## src/rtl/tpi_pkg.sv

```systemverilog
package tpi_pkg;

    localparam int HISTORY_DEPTH = 64;
    localparam int COORD_BITS    = 24;
    localparam int TIME_W        = 32;
    localparam int HEAD_W        = 16;
    localparam int LIMIT_W       = 16;

    localparam int ADDR_W = $clog2(HISTORY_DEPTH);
    localparam int CNT_W  = $clog2(HISTORY_DEPTH + 1);

    // heading difference before and after the short-way fold
    localparam int DH_W   = HEAD_W + 2;
    localparam int MAG_W  = (COORD_BITS + 1 > DH_W) ? COORD_BITS + 1 : DH_W;
    localparam int PROD_W = MAG_W + TIME_W;
    localparam int SUM_W  = PROD_W + 2;

    localparam int LIMIT_RESET    = 200;
    localparam int HALF_TURN      = 180 * 128;
    localparam int FULL_TURN      = 360 * 128;
    localparam int NEG_HALF_TURN  = -180 * 128;

    typedef struct packed {
        logic signed [HEAD_W-1:0]     heading;
        logic signed [COORD_BITS-1:0] y;
        logic signed [COORD_BITS-1:0] x;
        logic signed [TIME_W-1:0]     stime;
    } t_sample;

    localparam int SAMPLE_W = TIME_W + 2 * COORD_BITS + HEAD_W;
    localparam int RESULT_W = 2 * COORD_BITS + HEAD_W;

endpackage

```

## src/rtl/tpi_muldiv.sv

```systemverilog
module tpi_muldiv (
    input  logic                        i_clk,
    input  logic                        i_rst_n,
    input  logic                        i_start,
    input  logic [tpi_pkg::MAG_W-1:0]   i_mag,
    input  logic [tpi_pkg::TIME_W-1:0]  i_num,
    input  logic [tpi_pkg::TIME_W-1:0]  i_den,
    output logic                        o_done,
    output logic [tpi_pkg::PROD_W-1:0]  o_quot
);
    import tpi_pkg::*;

    localparam int STEP_W = $clog2(PROD_W + 1);

    typedef enum logic {
        S_IDLE,
        S_RUN
    } t_state;

    t_state              r_state;
    logic [STEP_W-1:0]   r_step;
    logic [PROD_W-1:0]   r_prod;
    logic [TIME_W-1:0]   r_rem;
    logic [TIME_W-1:0]   r_den;

    logic [TIME_W:0]     w_shift;
    logic [TIME_W:0]     w_diff;
    logic                w_ge;

    // one restoring step: bring down the next product bit
    assign w_shift = {r_rem, r_prod[PROD_W-1]};
    assign w_diff  = w_shift - {1'b0, r_den};
    assign w_ge    = w_shift >= {1'b0, r_den};
    assign o_quot  = r_prod;

    always_ff @(posedge i_clk) begin
        if (!i_rst_n) begin
            r_state <= S_IDLE;
            r_step  <= '0;
            o_done  <= 1'b0;
        end else begin
            o_done <= 1'b0;
            case (r_state)
                S_IDLE: begin
                    if (i_start) begin
                        r_prod  <= PROD_W'(i_mag) * PROD_W'(i_num);
                        r_rem   <= '0;
                        r_den   <= i_den;
                        r_step  <= '0;
                        r_state <= S_RUN;
                    end
                end
                S_RUN: begin
                    r_rem  <= w_ge ? w_diff[TIME_W-1:0] : w_shift[TIME_W-1:0];
                    r_prod <= {r_prod[PROD_W-2:0], w_ge};
                    r_step <= r_step + 1'b1;
                    if (r_step == STEP_W'(PROD_W - 1)) begin
                        o_done  <= 1'b1;
                        r_state <= S_IDLE;
                    end
                end
                default: r_state <= S_IDLE;
            endcase
        end
    end

endmodule

```

## config.mk

```make
export PLATFORM = sky130hd
export DESIGN_NAME = tpi_muldiv
export DESIGN_NICKNAME = d
export VERILOG_FILES = /design/src/rtl/tpi_pkg.sv /design/src/rtl/tpi_muldiv.sv
export SDC_FILE = /design/constraint.sdc
export NUM_CORES = 2
export LEC_CHECK = 0
export ABC_AREA = 1
export CORE_ASPECT_RATIO = 0.6
export CORE_MARGIN = 2
export CORE_UTILIZATION = 40
export CTS_CLUSTER_DIAMETER = 60
export DETAILED_ROUTE_END_ITERATION = 8
export DONT_BUFFER_PORTS = 1
export PLACE_DENSITY = 0.62
export SLEW_MARGIN = 20
export SYNTH_ARGS = -nofsm -noshare
export SYNTH_HDL_FRONTEND = slang
export SYNTH_SLANG_ARGS = --single-unit
```

## constraint.sdc

```tcl
create_clock -name i_clk -period 7.2 [get_ports i_clk]
set_input_delay 0.72 -clock i_clk [delete_from_list [all_inputs] [get_ports i_clk]]
set_output_delay 0.72 -clock i_clk [all_outputs]
set_load 0.005 [all_outputs]
```

==> impl_results.md <==
* Synth warnings at 0
* DR WL/cell at 18.8 um
* Worst setup margin at 429 ps
* Predominant post-synthesis flop cell: edfxtp_1
* Final Critical Period at 6770 ps
* Yosys cell types at 36
* Worst slew pin tran at 1110 ps
* Mapped Area at 36,100 um2
* DRC Markers at 0
* Total CTS buffers at 17
* Clk buf depth at 2
* CTS tree: yes
* GR Util met3 at 6.78%
* Met2 usage at 36.3%
* Outcome: completed
* Crit share post-route at 94.0%
* Post-place setup slack at 137 ps
* Critical Path End Type: register
* Die width at 392 um
* Antenna violations before repair at 1
* GPL Wtd Cong at 1.01
* Antenna Nets Post-Route at 0
* Layout cells sized above 1 at 1.40%
* Crit path DAT at 6980 ps
* Vias at 29,042
* Busiest grt layer: met1
* Adder-Cell Fraction of Synth Area at 46.0%
* Post_cts resized at 0
* Fmax at 148 MHz
* Async set or reset register ratio after synthesis at 0%
* Post-cts hold buffer count at 0
* EDFF count, synth at 121
* N_diodes at 0
* GRT Util Overall at 25.7%
* Net count after synthesis at 6,019
* Clock Skew at 19.0 ps
* XOR/XNOR Fraction of Synth Area at 0.972%
* Root Driver: clkbuf_16
* WS Path Type: in -> reg
* Final-report hold violation count at 0
* Req. time, crit path at 7410 ps
* Peak fanout along the critical path at 32
* Global-route wire length before repair at 180,000 um
* Post-synthesis compound-gate area fraction at 1.88%
* Hold Path Class: in -> reg
* Setup violators final at 0
* Setup_tns at 0 ps
* Row count at 85
* Placeable Area at 89,400 um2
* Die area at 92,600 um2
* IO Pins at 150
* Fin. max-slew vios at 0
* Worst-path clk slew at 70 ps
* Mux cell area share after synthesis at 0%
* Most common cell after layout, fill and taps aside: nand2_1
* Most frequent cells in the layout: 1,607 x nand2_1, 1,584 x inv_1, 688 x fa_1
* Clk Latency, worst-skew pair at 450 ps
* Met1 usage in global routing at 40.0%
* Max-Cap Viols at 0
* Post-Route Utilization at 42.0%
* Chip Height at 237 um
* Vias in the first global route at 29,859
* Fillers at 9,270
* Mapped Cells at 5,013
* Post-DP HPWL at 92,200 um
* Number of nets in the layout at 5,859
* R2R setup slack at 3330 ps
* Setup Buffers After CTS at 0
* Synth Register Bits at 129
* Gr ovfl total at 0
* Simple-gate area share of the yosys netlist at 22.0%
* DRT Pass-1 Iters at 8
* Nature of the critical path startpoint: input port
* Largest net degree at the start of global routing at 78
* Largest family of logic cells by synthesized area: adder cells
* IO Port Bufs at 0
* Synthesis-to-layout area growth at 4.23%
* Via/cell ratio at 4.77
* Slew headroom at 25.8%
* H-tree depth at 4
* WL final at 114,000 um
* RSZ-0062 raised after global routing: no
* Synthesized area per cell at 7.19 um2
* Clk sinks at 129
* 1st-iter DRT viols at 2,821
* Initial Util at 40.3%
* Seq/Total Area, Yosys at 10.5%
-- metal layers --
layer | wire, um | up-vias
met4 | 1350 | 0
met1 | 55200 | 14014
met2 | 45700 | 1256
met3 | 12200 | 92
met5 | 0 | -
li1 | - | 13680
-- worst paths after layout --
kind              from         end  cells past startpoint
max           i_mag[2]  o_quot[39]                     25
min          i_den[22]   r_den[22]                      0
max reg2reg  r_rem[21]   r_rem[15]                     12
min reg2reg  r_step[1]   r_step[1]                      2
-- registers in the layout, summed over array words and instances (netlist names) --
| name | flops |
|---|---|
| r_step | 6 |
| o_quot | 57 |
| o_done | 1 |
| r_rem | 32 |
| r_state | 1 |
| r_den | 32 |
-- metrics by stage --
step,area (um2),hold slack (ps),std cells
final,37600,358,6084
after global routing,37600,338,6084
after CTS,37600,345,6084
after detailed placement,37000,533,6052
after global placement,37000,519,6052
after floorplan,36100,492,5013
-- worst max-delay path: stages --
cell and delay, ps:
nand2_1 70, inv_1 50, fa_1 500, fa_1 550, inv_1 60, fa_1 520
fa_1 520, inv_1 60, fa_1 480, fa_1 490, inv_1 50, fa_1 480
inv_1 50, ha_1 370, nand2_1 120, nor2_1 280, inv_1 70, nor2_1 400
nand3b_1 170, nand3_1 330, nand3_1 260, nand2_1 140, nand2_1 70, nand3_1 80
nand2_1 50
-- area by class of cell --
cell class | instances | area, um2 | area share [%]
multi-input cells | 3102 | 25600 | 68.0
inverters | 1587 | 5960 | 15.9
flip-flops and latches | 129 | 3800 | 10.1
well taps | 1218 | 1520 | 4.06
clock buffers | 18 | 429 | 1.14
clock inverters | 14 | 193 | 0.513
repair buffers | 16 | 120 | 0.320
-- synth_stat cells (3+ instances only) --
library cell	instances	share of area, %
or2_2	6	0.10
fa_1	688	38
buf_2	6	0.083
nor2_1	217	2.3
dfxtp_1	8	0.44
xnor2_1	18	0.44
o21bai_1	9	0.19
a21boi_0	3	0.062
nor3_1	17	0.24
nand3b_1	4	0.083
a21oi_1	64	0.89
nand4_1	20	0.35
ha_1	226	7.8
inv_1	1584	16
clkbuf_1	185	1.9
nand3_1	141	2.0
xor2_1	22	0.53
nand2_2	3	0.052
edfxtp_1	121	10
o21ai_0	37	0.51
nand2_1	1607	17
-- logic make-up (layout without fill, tap and decap cells) --
kind of cell / Yosys count / count (layout)
compound gates: 124 / 124
xor+xnor: 40 / 40
fa+ha+maj: 914 / 914
buf+inv: 1782 / 1635
flops: 129 / 129
simple gates: 2024 / 2024
Power is not shown: default switching activity piles up to over one toggle a cycle in this logic, so the estimate is an artifact.
